**config.mk**
```make
export PLATFORM = sky130hd
export DESIGN_NAME = chassis_lag_model_step
export DESIGN_NICKNAME = d
export VERILOG_FILES = /design/src/rtl/clms_pkg.sv /design/src/rtl/clms_div.sv /design/src/rtl/chassis_lag_model_step.sv
export VERILOG_INCLUDE_DIRS = /design/src /design/src/rtl
export SDC_FILE = /design/constraint.sdc
export NUM_CORES = 2
export LEC_CHECK = 0
export BUFFER_PORTS_ARGS = -buffer_cell sky130_fd_sc_hd__buf_4
export CAP_MARGIN = 20
export CORE_AREA = 2 2 447 449
export DETAILED_ROUTE_END_ITERATION = 6
export DIE_AREA = 0 0 449 451
export PLACE_DENSITY = 0.6
export SYNTH_ARGS = -nofsm -noshare
export SYNTH_HDL_FRONTEND = slang
export SYNTH_SLANG_ARGS = --single-unit
```
**constraint.sdc**
```tcl
create_clock -name i_clk -period 13.15 [get_ports i_clk]
set_input_delay 0.6575 -clock i_clk [delete_from_list [all_inputs] [get_ports i_clk]]
set_output_delay 0.6575 -clock i_clk [all_outputs]
set_load 0.01 [all_outputs]
```
**src/rtl/chassis_lag_model_step_macros.svh**
```systemverilog
// Assertion macros for the chassis lag model step block.
// Depends on nothing; the including module supplies i_clk and i_rst_n.
`ifndef CHASSIS_LAG_MODEL_STEP_MACROS_SVH
`define CHASSIS_LAG_MODEL_STEP_MACROS_SVH

// same-cycle implication
`define CLMS_ASSERT_IMP(lbl, ante, cons, msg) \
    lbl: assert property (@(posedge i_clk) disable iff (!i_rst_n) (ante) |-> (cons)) \
        else $error(msg);

// next-cycle implication
`define CLMS_ASSERT_NXT(lbl, ante, cons, msg) \
    lbl: assert property (@(posedge i_clk) disable iff (!i_rst_n) (ante) |=> (cons)) \
        else $error(msg);

`endif

```
**src/rtl/clms_pkg.sv**
```systemverilog
// Shared constants, types and state codes for the chassis lag model step.
// No dependencies.
package clms_pkg;

    localparam int FRAC_BITS         = 16;
    localparam int STEER_RESET_ANGLE = 0;
    localparam int MICRO             = 1000000;

    localparam int ACC_W    = 16 + FRAC_BITS;
    localparam int MUL_A_W  = ACC_W + 3;
    localparam int MUL_B_W  = 21;
    localparam int PROD_W   = MUL_A_W + MUL_B_W;
    localparam int DVSR_W   = 21;
    localparam int DIV_ITER = (PROD_W + 3) / 4;
    localparam int MAG_W    = 4 * DIV_ITER;
    localparam int CNT_W    = $clog2(DIV_ITER + 1);
    localparam int DATA_W   = 136;
    localparam int MODE_W   = 49;
    localparam int MODE_LSB = 80;

    typedef enum logic [2:0] {
        CFG_SPEED_TAU_RISE,
        CFG_SPEED_TAU_FALL,
        CFG_STEER_TAU_RISE,
        CFG_STEER_TAU_FALL,
        CFG_BRAKE_TAU,
        CFG_ACCEL_LIMIT,
        CFG_BRAKE_DECEL_GAIN
    } t_cfg_index;

    typedef enum logic [4:0] {
        S_IDLE,
        S_MUL_V,
        S_DIV_V,
        S_MUL_LIM,
        S_DIV_LIM,
        S_MUL_LOSS,
        S_DIV_LOSS,
        S_VUPD,
        S_MUL_ACC,
        S_DIV_ACC,
        S_MUL_BL,
        S_DIV_BL,
        S_MUL_ST,
        S_DIV_ST,
        S_MUL_PR,
        S_DIV_PR,
        S_MUL_DEC,
        S_OUT
    } t_state;

    typedef struct packed {
        logic                     start;
        logic signed [PROD_W-1:0] dividend;
        logic [DVSR_W-1:0]        divisor;
    } t_div_req;

    typedef struct packed {
        logic                     busy;
        logic                     done;
        logic signed [PROD_W-1:0] quotient;
    } t_div_rsp;

endpackage

```
**src/rtl/clms_div.sv**
```systemverilog
// Iterative signed floor divider, four quotient bits per cycle.
// Depends on clms_pkg.
module clms_div (
    input  logic              i_clk,
    input  logic              i_rst_n,
    input  clms_pkg::t_div_req i_req,
    output clms_pkg::t_div_rsp o_rsp
);

    logic                               r_busy;
    logic                               r_done;
    logic [clms_pkg::CNT_W-1:0]         r_cnt;
    logic [clms_pkg::DVSR_W:0]          r_rem;
    logic [clms_pkg::MAG_W-1:0]         r_num;
    logic                               r_neg;
    logic [clms_pkg::DVSR_W-1:0]        r_dvsr;
    logic signed [clms_pkg::PROD_W-1:0] r_quo;

    logic [clms_pkg::DVSR_W:0]          c_rem;
    logic [clms_pkg::MAG_W-1:0]         c_num;
    logic signed [clms_pkg::PROD_W-1:0] c_abs;
    logic signed [clms_pkg::PROD_W-1:0] c_q;
    logic                               c_last;

    assign c_abs  = i_req.dividend[clms_pkg::PROD_W-1] ? -i_req.dividend : i_req.dividend;
    assign c_q    = signed'(r_num[clms_pkg::PROD_W-1:0]);
    assign c_last = (r_cnt == clms_pkg::CNT_W'(clms_pkg::DIV_ITER));

    // restoring step, quotient bits shift into the numerator register
    always_comb begin
        c_rem = r_rem;
        c_num = r_num;
        for (int k = 0; k < 4; k++) begin
            c_rem = {c_rem[clms_pkg::DVSR_W-1:0], c_num[clms_pkg::MAG_W-1]};
            c_num = {c_num[clms_pkg::MAG_W-2:0], 1'b0};
            if (c_rem >= {1'b0, r_dvsr}) begin
                c_rem    = c_rem - {1'b0, r_dvsr};
                c_num[0] = 1'b1;
            end
        end
    end

    always_ff @(posedge i_clk) begin
        if (!i_rst_n) begin
            r_busy <= 1'b0;
            r_done <= 1'b0;
            r_cnt  <= '0;
        end else begin
            r_done <= 1'b0;
            if (i_req.start) begin
                r_busy <= 1'b1;
                r_cnt  <= '0;
            end else if (r_busy) begin
                if (c_last) begin
                    r_busy <= 1'b0;
                    r_done <= 1'b1;
                end else begin
                    r_cnt <= r_cnt + 1'b1;
                end
            end
        end
    end

    always_ff @(posedge i_clk) begin
        if (i_req.start) begin
            r_neg  <= i_req.dividend[clms_pkg::PROD_W-1];
            r_num  <= clms_pkg::MAG_W'(unsigned'(c_abs));
            r_rem  <= '0;
            r_dvsr <= i_req.divisor;
        end else if (r_busy && !c_last) begin
            r_num <= c_num;
            r_rem <= c_rem;
        end else if (r_busy) begin
            // floor for negative dividends
            r_quo <= r_neg ? (-c_q - clms_pkg::PROD_W'(r_rem != '0)) : c_q;
        end
    end

    assign o_rsp.busy     = r_busy;
    assign o_rsp.done     = r_done;
    assign o_rsp.quotient = r_quo;

endmodule

```
**src/rtl/chassis_lag_model_step.sv**
```systemverilog
// Top level of the chassis lag model step: sequencer, shared multiplier, state.
// Depends on clms_pkg, clms_div and chassis_lag_model_step_macros.svh.
//
//  channel   dir  handshake                     payload
//  s_axis    in   i_s_axis_tvalid/o_s_axis_tready  i_s_axis_tdata, 136b
//  m_axis    out  o_m_axis_tvalid/i_m_axis_tready  o_m_axis_tdata, 136b
//  cfg       in   i_cfg_valid/o_cfg_ready          i_cfg_index 3b, i_cfg_data 12b
//
// A request runs from accept to result valid as seven divider passes (start, 14 steps
// of 4 quotient bits, final, done) plus ten sequencer steps; the acceleration
// division is skipped on a zero step or a clamp.
// Reset is synchronous, active low. Input ready is low while a request runs and
// returns in the same cycle that the output register shows the result; a finished result waits in the
// output register while the next request is taken, and the sequencer holds its
// last step if that register is still full.
`include "chassis_lag_model_step_macros.svh"
module chassis_lag_model_step (
    input  logic         i_clk,
    input  logic         i_rst_n,
    input  logic         i_s_axis_tvalid,
    output logic         o_s_axis_tready,
    // step_us, target_velocity, target_steer, target_pressure, target_brake_level,
    // drive_mode_in, drive_shift_in, steer_mode_in, ehb_status_in, ehb_mode_in,
    // pressure_valid_in, brake_fault_in, zero pad
    input  logic [135:0] i_s_axis_tdata,
    output logic         o_m_axis_tvalid,
    input  logic         i_m_axis_tready,
    // velocity, acceleration, steer_angle, brake_press, brake_level,
    // drive_mode_out, drive_shift_out, steer_mode_out, ehb_status_out, ehb_mode_out,
    // pressure_valid_out, brake_fault_out, zero pad
    output logic [135:0] o_m_axis_tdata,
    input  logic         i_cfg_valid,
    output logic         o_cfg_ready,
    input  logic [2:0]   i_cfg_index,
    input  logic [11:0]  i_cfg_data
);

    // configuration
    logic [9:0]  r_spd_rise, r_spd_fall, r_str_rise, r_str_fall, r_brk_tau, r_gain;
    logic [11:0] r_acc_lim;

    clms_pkg::t_state r_state, n_state;
    logic             r_issued;

    logic [15:0]        r_dt, r_tv, r_tp, r_tb;
    logic signed [15:0] r_ts;
    logic [clms_pkg::MODE_W-1:0] r_mode;

    logic [clms_pkg::ACC_W-1:0]        r_vel, r_vold, r_vlag, r_lim, r_loss, r_press, r_blev;
    logic signed [clms_pkg::ACC_W-1:0] r_steer;
    logic [clms_pkg::ACC_W+1:0]        r_decel;
    logic                              r_clamp;
    logic signed [15:0]                r_acc;
    logic signed [clms_pkg::PROD_W-1:0] r_prod;

    logic                 r_out_valid;
    logic [clms_pkg::DATA_W-1:0] r_out_data;

    logic c_in_acc, c_is_div, c_out_free;
    logic [9:0] c_tau_v, c_tau_s;
    logic signed [clms_pkg::MUL_A_W-1:0] c_mul_a;
    logic signed [clms_pkg::MUL_B_W-1:0] c_mul_b;
    logic signed [clms_pkg::PROD_W-1:0]  c_prod, c_qs;
    logic signed [clms_pkg::ACC_W:0]     c_diff;
    logic signed [clms_pkg::ACC_W+2:0]   c_dv, c_vold, c_limx, c_vlim, c_vnew;
    logic [clms_pkg::DATA_W-1:0]         c_out;

    clms_pkg::t_div_req w_div_req;
    clms_pkg::t_div_rsp w_div_rsp;

    assign o_cfg_ready     = 1'b1;
    assign o_s_axis_tready = (r_state == clms_pkg::S_IDLE);
    assign c_in_acc        = i_s_axis_tvalid && o_s_axis_tready;
    assign c_out_free      = !r_out_valid || i_m_axis_tready;
    assign o_m_axis_tvalid = r_out_valid;
    assign o_m_axis_tdata  = r_out_data;

    assign c_is_div = (r_state == clms_pkg::S_DIV_V)   || (r_state == clms_pkg::S_DIV_LIM) ||
                      (r_state == clms_pkg::S_DIV_LOSS) || (r_state == clms_pkg::S_DIV_ACC) ||
                      (r_state == clms_pkg::S_DIV_BL)  || (r_state == clms_pkg::S_DIV_ST) ||
                      (r_state == clms_pkg::S_DIV_PR);

    // tau choice against the demand
    assign c_tau_v = ({r_tv, {clms_pkg::FRAC_BITS{1'b0}}} > r_vel) ? r_spd_rise : r_spd_fall;
    assign c_tau_s = (r_steer < signed'({r_ts, {clms_pkg::FRAC_BITS{1'b0}}}))
                     ? r_str_rise : r_str_fall;

    assign c_diff = signed'({1'b0, r_vel}) - signed'({1'b0, r_vold});

    always_comb begin
        c_mul_a = '0;
        c_mul_b = '0;
        case (r_state)
            clms_pkg::S_MUL_V: begin
                c_mul_a = signed'(clms_pkg::MUL_A_W'(r_vel));
                c_mul_b = signed'(clms_pkg::MUL_B_W'(c_tau_v));
            end
            clms_pkg::S_MUL_LIM: begin
                c_mul_a = signed'(clms_pkg::MUL_A_W'(r_acc_lim));
                c_mul_b = signed'(clms_pkg::MUL_B_W'(r_dt));
            end
            clms_pkg::S_MUL_LOSS: begin
                c_mul_a = signed'(clms_pkg::MUL_A_W'(r_decel));
                c_mul_b = signed'(clms_pkg::MUL_B_W'(r_dt));
            end
            clms_pkg::S_MUL_ACC: begin
                c_mul_a = clms_pkg::MUL_A_W'(c_diff);
                c_mul_b = signed'(clms_pkg::MUL_B_W'(clms_pkg::MICRO));
            end
            clms_pkg::S_MUL_BL: begin
                c_mul_a = signed'(clms_pkg::MUL_A_W'(r_blev));
                c_mul_b = signed'(clms_pkg::MUL_B_W'(r_brk_tau));
            end
            clms_pkg::S_MUL_ST: begin
                c_mul_a = clms_pkg::MUL_A_W'(r_steer);
                c_mul_b = signed'(clms_pkg::MUL_B_W'(c_tau_s));
            end
            clms_pkg::S_MUL_PR: begin
                c_mul_a = signed'(clms_pkg::MUL_A_W'(r_press));
                c_mul_b = signed'(clms_pkg::MUL_B_W'(r_brk_tau));
            end
            clms_pkg::S_MUL_DEC: begin
                c_mul_a = signed'(clms_pkg::MUL_A_W'(r_press));
                c_mul_b = signed'(clms_pkg::MUL_B_W'(r_gain));
            end
            default: begin
                c_mul_a = '0;
                c_mul_b = '0;
            end
        endcase
    end

    assign c_prod = c_mul_a * c_mul_b;

    // divider operands
    always_comb begin
        w_div_req.start    = c_is_div && !r_issued;
        w_div_req.dividend = r_prod;
        w_div_req.divisor  = clms_pkg::DVSR_W'(clms_pkg::MICRO);
        case (r_state)
            clms_pkg::S_DIV_V: begin
                w_div_req.dividend = r_prod + signed'(clms_pkg::PROD_W'(
                                     {r_tv, {clms_pkg::FRAC_BITS{1'b0}}}));
                w_div_req.divisor  = clms_pkg::DVSR_W'(c_tau_v) + clms_pkg::DVSR_W'(1);
            end
            clms_pkg::S_DIV_LIM: begin
                w_div_req.dividend = r_prod <<< clms_pkg::FRAC_BITS;
            end
            clms_pkg::S_DIV_ACC: begin
                w_div_req.divisor  = clms_pkg::DVSR_W'(r_dt);
            end
            clms_pkg::S_DIV_BL: begin
                w_div_req.dividend = r_prod + signed'(clms_pkg::PROD_W'(
                                     {r_tb, {clms_pkg::FRAC_BITS{1'b0}}}));
                w_div_req.divisor  = clms_pkg::DVSR_W'(r_brk_tau) + clms_pkg::DVSR_W'(1);
            end
            clms_pkg::S_DIV_ST: begin
                w_div_req.dividend = r_prod + clms_pkg::PROD_W'(
                                     signed'({r_ts, {clms_pkg::FRAC_BITS{1'b0}}}));
                w_div_req.divisor  = clms_pkg::DVSR_W'(c_tau_s) + clms_pkg::DVSR_W'(1);
            end
            clms_pkg::S_DIV_PR: begin
                w_div_req.dividend = r_prod + signed'(clms_pkg::PROD_W'(
                                     {r_tp, {clms_pkg::FRAC_BITS{1'b0}}}));
                w_div_req.divisor  = clms_pkg::DVSR_W'(r_brk_tau) + clms_pkg::DVSR_W'(1);
            end
            default: begin
                w_div_req.dividend = r_prod;
            end
        endcase
    end

    clms_div u_div (
        .i_clk   (i_clk),
        .i_rst_n (i_rst_n),
        .i_req   (w_div_req),
        .o_rsp   (w_div_rsp)
    );

    // rate limit, brake loss, clamp
    always_comb begin
        c_vold = signed'(clms_pkg::ACC_W'(0) + (clms_pkg::ACC_W+3)'(r_vel));
        c_limx = signed'((clms_pkg::ACC_W+3)'(r_lim));
        c_dv   = signed'((clms_pkg::ACC_W+3)'(r_vlag)) - c_vold;
        if (c_dv > c_limx) begin
            c_vlim = c_vold + c_limx;
        end else if (-c_dv > c_limx) begin
            c_vlim = c_vold - c_limx;
        end else begin
            c_vlim = signed'((clms_pkg::ACC_W+3)'(r_vlag));
        end
        c_vnew = c_vlim - signed'((clms_pkg::ACC_W+3)'(r_loss));
    end

    assign c_qs = w_div_rsp.quotient >>> clms_pkg::FRAC_BITS;

    always_comb begin
        n_state = r_state;
        case (r_state)
            clms_pkg::S_IDLE:     if (c_in_acc) n_state = clms_pkg::S_MUL_V;
            clms_pkg::S_MUL_V:    n_state = clms_pkg::S_DIV_V;
            clms_pkg::S_DIV_V:    if (w_div_rsp.done) n_state = clms_pkg::S_MUL_LIM;
            clms_pkg::S_MUL_LIM:  n_state = clms_pkg::S_DIV_LIM;
            clms_pkg::S_DIV_LIM:  if (w_div_rsp.done) n_state = clms_pkg::S_MUL_LOSS;
            clms_pkg::S_MUL_LOSS: n_state = clms_pkg::S_DIV_LOSS;
            clms_pkg::S_DIV_LOSS: if (w_div_rsp.done) n_state = clms_pkg::S_VUPD;
            clms_pkg::S_VUPD:     n_state = clms_pkg::S_MUL_ACC;
            clms_pkg::S_MUL_ACC: begin
                if (r_clamp || r_dt == '0) n_state = clms_pkg::S_MUL_BL;
                else                       n_state = clms_pkg::S_DIV_ACC;
            end
            clms_pkg::S_DIV_ACC:  if (w_div_rsp.done) n_state = clms_pkg::S_MUL_BL;
            clms_pkg::S_MUL_BL:   n_state = clms_pkg::S_DIV_BL;
            clms_pkg::S_DIV_BL:   if (w_div_rsp.done) n_state = clms_pkg::S_MUL_ST;
            clms_pkg::S_MUL_ST:   n_state = clms_pkg::S_DIV_ST;
            clms_pkg::S_DIV_ST:   if (w_div_rsp.done) n_state = clms_pkg::S_MUL_PR;
            clms_pkg::S_MUL_PR:   n_state = clms_pkg::S_DIV_PR;
            clms_pkg::S_DIV_PR:   if (w_div_rsp.done) n_state = clms_pkg::S_MUL_DEC;
            clms_pkg::S_MUL_DEC:  n_state = clms_pkg::S_OUT;
            clms_pkg::S_OUT:      if (c_out_free) n_state = clms_pkg::S_IDLE;
            default:              n_state = clms_pkg::S_IDLE;
        endcase
    end

    always_ff @(posedge i_clk) begin
        if (!i_rst_n) begin
            r_state <= clms_pkg::S_IDLE;
        end else begin
            r_state <= n_state;
        end
    end

    assign c_out = {7'b0, r_mode,
                    r_blev[clms_pkg::ACC_W-1:clms_pkg::FRAC_BITS],
                    r_press[clms_pkg::ACC_W-1:clms_pkg::FRAC_BITS],
                    r_steer[clms_pkg::ACC_W-1:clms_pkg::FRAC_BITS],
                    r_acc,
                    r_vel[clms_pkg::ACC_W-1:clms_pkg::FRAC_BITS]};

    // configuration and control state
    always_ff @(posedge i_clk) begin
        if (!i_rst_n) begin
            r_spd_rise  <= 10'd150;
            r_spd_fall  <= 10'd200;
            r_str_rise  <= 10'd80;
            r_str_fall  <= 10'd40;
            r_brk_tau   <= 10'd80;
            r_acc_lim   <= 12'd300;
            r_gain      <= 10'd115;
            r_issued    <= 1'b0;
            r_out_valid <= 1'b0;
        end else begin
            if (i_cfg_valid && o_cfg_ready) begin
                case (clms_pkg::t_cfg_index'(i_cfg_index))
                    clms_pkg::CFG_SPEED_TAU_RISE:   r_spd_rise <= i_cfg_data[9:0];
                    clms_pkg::CFG_SPEED_TAU_FALL:   r_spd_fall <= i_cfg_data[9:0];
                    clms_pkg::CFG_STEER_TAU_RISE:   r_str_rise <= i_cfg_data[9:0];
                    clms_pkg::CFG_STEER_TAU_FALL:   r_str_fall <= i_cfg_data[9:0];
                    clms_pkg::CFG_BRAKE_TAU:        r_brk_tau  <= i_cfg_data[9:0];
                    clms_pkg::CFG_ACCEL_LIMIT:      r_acc_lim  <= i_cfg_data;
                    clms_pkg::CFG_BRAKE_DECEL_GAIN: r_gain     <= i_cfg_data[9:0];
                    default: ;
                endcase
            end
            if (w_div_req.start)     r_issued <= 1'b1;
            else if (w_div_rsp.done) r_issued <= 1'b0;
            if (r_state == clms_pkg::S_OUT && c_out_free) r_out_valid <= 1'b1;
            else if (i_m_axis_tready)                     r_out_valid <= 1'b0;
        end
    end

    // model state
    always_ff @(posedge i_clk) begin
        if (!i_rst_n) begin
            r_vel   <= '0;
            r_steer <= clms_pkg::ACC_W'(signed'(clms_pkg::STEER_RESET_ANGLE) <<<
                       clms_pkg::FRAC_BITS);
            r_press <= '0;
            r_blev  <= '0;
            r_decel <= '0;
            r_mode  <= '0;
        end else begin
            if (c_in_acc) begin
                r_mode <= i_s_axis_tdata[clms_pkg::MODE_LSB +: clms_pkg::MODE_W];
            end
            if (r_state == clms_pkg::S_VUPD) begin
                r_vel <= c_vnew[clms_pkg::ACC_W+2] ? '0 : c_vnew[clms_pkg::ACC_W-1:0];
            end
            if (w_div_rsp.done) begin
                case (r_state)
                    clms_pkg::S_DIV_BL: r_blev  <= w_div_rsp.quotient[clms_pkg::ACC_W-1:0];
                    clms_pkg::S_DIV_ST: r_steer <= w_div_rsp.quotient[clms_pkg::ACC_W-1:0];
                    clms_pkg::S_DIV_PR: r_press <= w_div_rsp.quotient[clms_pkg::ACC_W-1:0];
                    default: ;
                endcase
            end
            if (r_state == clms_pkg::S_MUL_DEC) begin
                r_decel <= c_prod[clms_pkg::ACC_W+9:8];
            end
        end
    end

    // working registers
    always_ff @(posedge i_clk) begin
        if (c_in_acc) begin
            r_dt <= i_s_axis_tdata[15:0];
            r_tv <= i_s_axis_tdata[31:16];
            r_ts <= signed'(i_s_axis_tdata[47:32]);
            r_tp <= i_s_axis_tdata[63:48];
            r_tb <= i_s_axis_tdata[79:64];
        end
        r_prod <= c_prod;
        if (r_state == clms_pkg::S_VUPD) begin
            r_vold  <= r_vel;
            r_clamp <= c_vnew[clms_pkg::ACC_W+2];
            r_acc   <= '0;
        end
        if (w_div_rsp.done) begin
            case (r_state)
                clms_pkg::S_DIV_V:    r_vlag <= w_div_rsp.quotient[clms_pkg::ACC_W-1:0];
                clms_pkg::S_DIV_LIM:  r_lim  <= w_div_rsp.quotient[clms_pkg::ACC_W-1:0];
                clms_pkg::S_DIV_LOSS: r_loss <= w_div_rsp.quotient[clms_pkg::ACC_W-1:0];
                clms_pkg::S_DIV_ACC: begin
                    if (c_qs > signed'(clms_pkg::PROD_W'(32767)))
                        r_acc <= 16'sd32767;
                    else if (c_qs < -signed'(clms_pkg::PROD_W'(32768)))
                        r_acc <= -16'sd32768;
                    else
                        r_acc <= c_qs[15:0];
                end
                default: ;
            endcase
        end
        if (r_state == clms_pkg::S_OUT && c_out_free) begin
            r_out_data <= c_out;
        end
    end

    `CLMS_ASSERT_NXT(a_busy_after_req, c_in_acc, !o_s_axis_tready, "ready after accept")
    `CLMS_ASSERT_IMP(a_start_idle_div, w_div_req.start, !w_div_rsp.busy, "divider restarted")
    `CLMS_ASSERT_IMP(a_done_in_div, w_div_rsp.done, c_is_div && r_issued, "stray divide done")
    `CLMS_ASSERT_IMP(a_out_from_seq, $rose(o_m_axis_tvalid), $past(r_state) == clms_pkg::S_OUT,
                     "result without sequence end")

endmodule

```
==> impl_metrics.json <==
{
  "crit_slowest_cell": "a211oi_1",
  "synth_cells": 8743,
  "min_from": "i_s_axis_tdata[35]",
  "timing.final.crit_share_pct": 92.74,
  "power_mw": 14.29,
  "grt_pass1_vias": 65150,
  "die-area_um2": 202500,
  "syn-cell-area_um2": 78510,
  "crit_path_start": "u_div.r_dvsr[0]",
  "vdd_ir_drop_max_uv": 424.5,
  "grt_antenna_before_repair": 13,
  "min_path_cells": 1,
  "syn2layout_area_growth_pct": 11.73,
  "power_density_nw_per_um2": 162.9,
  "coreArea_um2": 198200,
  "worst_slew_pin_slew_ns": 1.206,
  "hpwlAfterDp_um": 229400,
  "hold_class": "input pin to flip-flop",
  "fin_nets": 10380,
  "path_max_fanout": 16,
  "period_minus_slack_ns": 12.19,
  "ys_ff_latch": 858,
  "cts_made_buffers": 99,
  "filler_cell_count": 19250,
  "root_buffer": "clkbuf_16",
  "ys_types": 101,
  "clock_power_share_pct": 20.9,
  "cp-start-kind": "flip-flop",
  "instances_no_fill": 11710,
  "cts_tree": "built",
  "cp.required_ns": 13.86,
  "cts_buffer_depth": 3,
  "io_pins": 295,
  "grt_pass1_wl_um": 422400,
  "fin_tns_setup_ns": 0,
  "clk_pin_slew_worst_paths_ns": 0.09,
  "fin_worst_skew_ns": 0.03816,
  "cts_hold_buf": 0,
  "postPlaceCellArea_um2": 84170,
  "yosysSeqAreaShare_pct": 27.84,
  "initial_utilization_pct": 39.61,
  "p_comb_share_pct": 56.3,
  "synth_edf_count": 468,
  "firstDrtPassIters": 7,
  "p_leak_nw": 38.58,
  "fmax_ghz": 0.08200,
  "max_stage_delay_ns": 0.70,
  "ctsResizeCount": 0,
  "seq_area_um2": 21860,
  "hold_viol_final": 0,
  "p_switching_mw": 6.264,
  "drtAntennaViolNets": 0,
  "outcome": "finished, violations left",
  "avgSynthCellArea_um2": 8.980,
  "die_w_um": 449,
  "wl_um": 286400,
  "drive_gt1_share_pct": 8.953,
  "finalMaxSlewViolations": 0,
  "design_area_um2": 87720,
  "clock_latency_ns": 0.78,
  "row_count": 164,
  "cts_max_level": 3,
  "track_usage_pct": 27.65,
  "drc_errors": 2,
  "arrival_ns": 12.90,
  "placed_cells": 11510,
  "violations": "design-rule violations",
  "path_class": "flip-flop to flip-flop",
  "place.gp.congestion": 1.000,
  "critPathCaptureType": "flip-flop",
  "slew_headroom_pct": 19.43,
  "yosysWarnings": 0,
  "cap_violations": 0,
  "multiInputGateArea_um2": 51230,
  "p_sw_share_pct": 43.85,
  "io_buffer_count": 279,
  "async_flop_share_pct": 0,
  "die_y_um": 451,
  "drt_iter0_markers": 5844,
  "viasPerCell": 5.710,
  "grt_max_degree": 130,
  "rsz0062_at_grt": "no",
  "worstRegToRegCells": 48,
  "wl_per_cell_um": 24.45,
  "cp_common_cell": "a21oi_1",
  "r2r_start": "u_div.r_dvsr[0]",
  "grt_overflow": 0,
  "numClockSinks": 858,
  "setup_viol_count_final": 0,
  "vias": 66890,
  "seqPwrFrac_pct": 22.8,
  "post_cts_buffers": 0,
  "synth_ff_type": "edfxtp_1",
  "internal-power_mw": 8.021
}
state kept, by name (all words and copies together), names as in the netlist, 16 cells and up:
name            count
r_mode             49
r_lim              32
r_acc              16
r_vlag             32
u_div.r_quo        56
r_prod             56
r_loss             32
r_blev             32
r_vel              32
r_tp               16
o_m_axis_tdata    129
r_vold             32
r_steer            32
r_tv               16
r_dt               16
r_tb               16
u_div.c_q          56
r_ts               16
r_decel            34
u_div.r_rem        22
r_press            32
u_div.r_dvsr       17
kinds of logic (layout without fill, tap and decap cells):
kind of cell               Yosys count  in the layout  share of synthesized area [%]
AOI/OAI and AO/OA                 2073           2073                          18.01
DFF                                858            858                          27.84
other                                2             32                       0.009566
muxes                              102            102                          1.361
buffers and inverters             1492           1776                          7.227
and+or+nand+nor                   2626           2626                          15.27
adders and majority gates         1260           1260                          26.59
xor gates and xnor gates           330            330                          3.681
layout by cell type (no fill, tap or decap), types with 77 or more instances in the layout:
cell       Yosys  final
nand3_1      165    165
nand4_1       88     88
nor3_1        88     86
dfxtp_1      390    389
and3_1        78     77
inv_1       1111   1110
clkbuf_16      0    103
and2_1        86     86
nand2_1     1371   1370
xor2_1       113    113
fa_1         681    681
a21boi_0     243    243
xnor2_1      217    217
ha_1         579    579
a21oi_1      453    450
nor2_1       372    361
buf_4          8    470
o21ai_0      360    359
nor2b_1       85     84
a21o_1       180    180
edfxtp_1     468    468
worst max-delay path, delay by kind of cell, from the launching register on:
| kind | cells | cell delay, ns |
|---|---|---|
| AOI/OAI and AO/OA | 27 | 6.71 |
| and+or+nand+nor | 9 | 2.08 |
| adders and majority gates | 5 | 1.54 |
| buffers and inverters | 7 | 1.19 |
| DFF | 1 | 0.54 |
final timing paths:
check | to | slack (ns)
setup / recovery | u_div.r_rem[18] | 0.96
hold / removal | r_ts[3] | 0.06
setup reg to reg | u_div.r_rem[18] | 0.96
hold reg to reg | o_m_axis_tdata[126] | 0.42
cell usage after synthesis, types with 40 or more instances:
library cell | count | area (µm²)
a21boi_0 | 243 | 1824
nor4_1 | 45 | 281.5
o211ai_1 | 67 | 503.0
xnor2_1 | 217 | 1901
a21o_1 | 180 | 1351
a31o_2 | 40 | 350.3
ha_1 | 579 | 7244
and3_1 | 78 | 488.0
nor2_1 | 372 | 1396
a211oi_1 | 61 | 457.9
o21bai_1 | 54 | 405.4
nand2b_1 | 74 | 462.9
a31oi_1 | 58 | 362.9
nand3_1 | 165 | 825.8
edfxtp_1 | 468 | 14050
nand4_1 | 88 | 550.5
nor3_1 | 88 | 440.4
dfxtp_1 | 390 | 7807
fa_1 | 681 | 13630
inv_1 | 1111 | 4170
nand2_1 | 1371 | 5146
a221oi_1 | 46 | 402.9
mux2i_1 | 64 | 640.6
nor2b_1 | 85 | 531.8
o21ai_0 | 360 | 1802
a21oi_1 | 453 | 2267
o221ai_1 | 48 | 420.4
a22o_1 | 60 | 525.5
o21a_1 | 59 | 442.9
clkbuf_1 | 335 | 1257
or3_1 | 42 | 262.8
xor2_1 | 113 | 989.7
and2_1 | 86 | 538.0
a221o_1 | 64 | 640.6
layout make-up:
class                           count  share of cell area (%)
Multi-Input combinational cell   6413                   58.40
Sequential cell                   858                   24.92
Inverter                         1114                   4.773
Timing Repair Buffer              474                   4.102
Tap cell                         2656                   3.789
Clock buffer                      132                   3.165
Clock inverter                     56                  0.8173
Antenna cell                       10                 0.02853
power groups by stage:
stage / combinational, mW / clock [mW] / sequential, mW
after floorplan: 5.64 / 0 / 3.23
after global placement: 7.85 / 0 / 3.31
after detailed placement: 7.95 / 0 / 3.31
after CTS: 8.01 / 3.04 / 3.26
after global routing: 8.83 / 3.14 / 3.27
final: 8.04 / 2.99 / 3.26
stage by stage:
step / utilization, % / hold slack, ns / setup WS (ns)
after floorplan: - / 0.4079 / 1.332
after global placement: 42.45 / 0.4107 / 1.059
after detailed placement: 42.46 / 0.4147 / 0.9717
after CTS: 44.22 / 0.02632 / 0.8724
after global routing: 44.24 / 0.04719 / 0.01889
final: 44.25 / 0.05752 / 0.9552
metal layers:
metal / track usage, % / wire [µm]
met1: 36.11 / 118000
met2: 44.25 / 130100
met3: 3.788 / 20430
met4: 15.31 / 17810
met5: 0 / 25
Note: power is estimated with default switching activity, not from simulation.
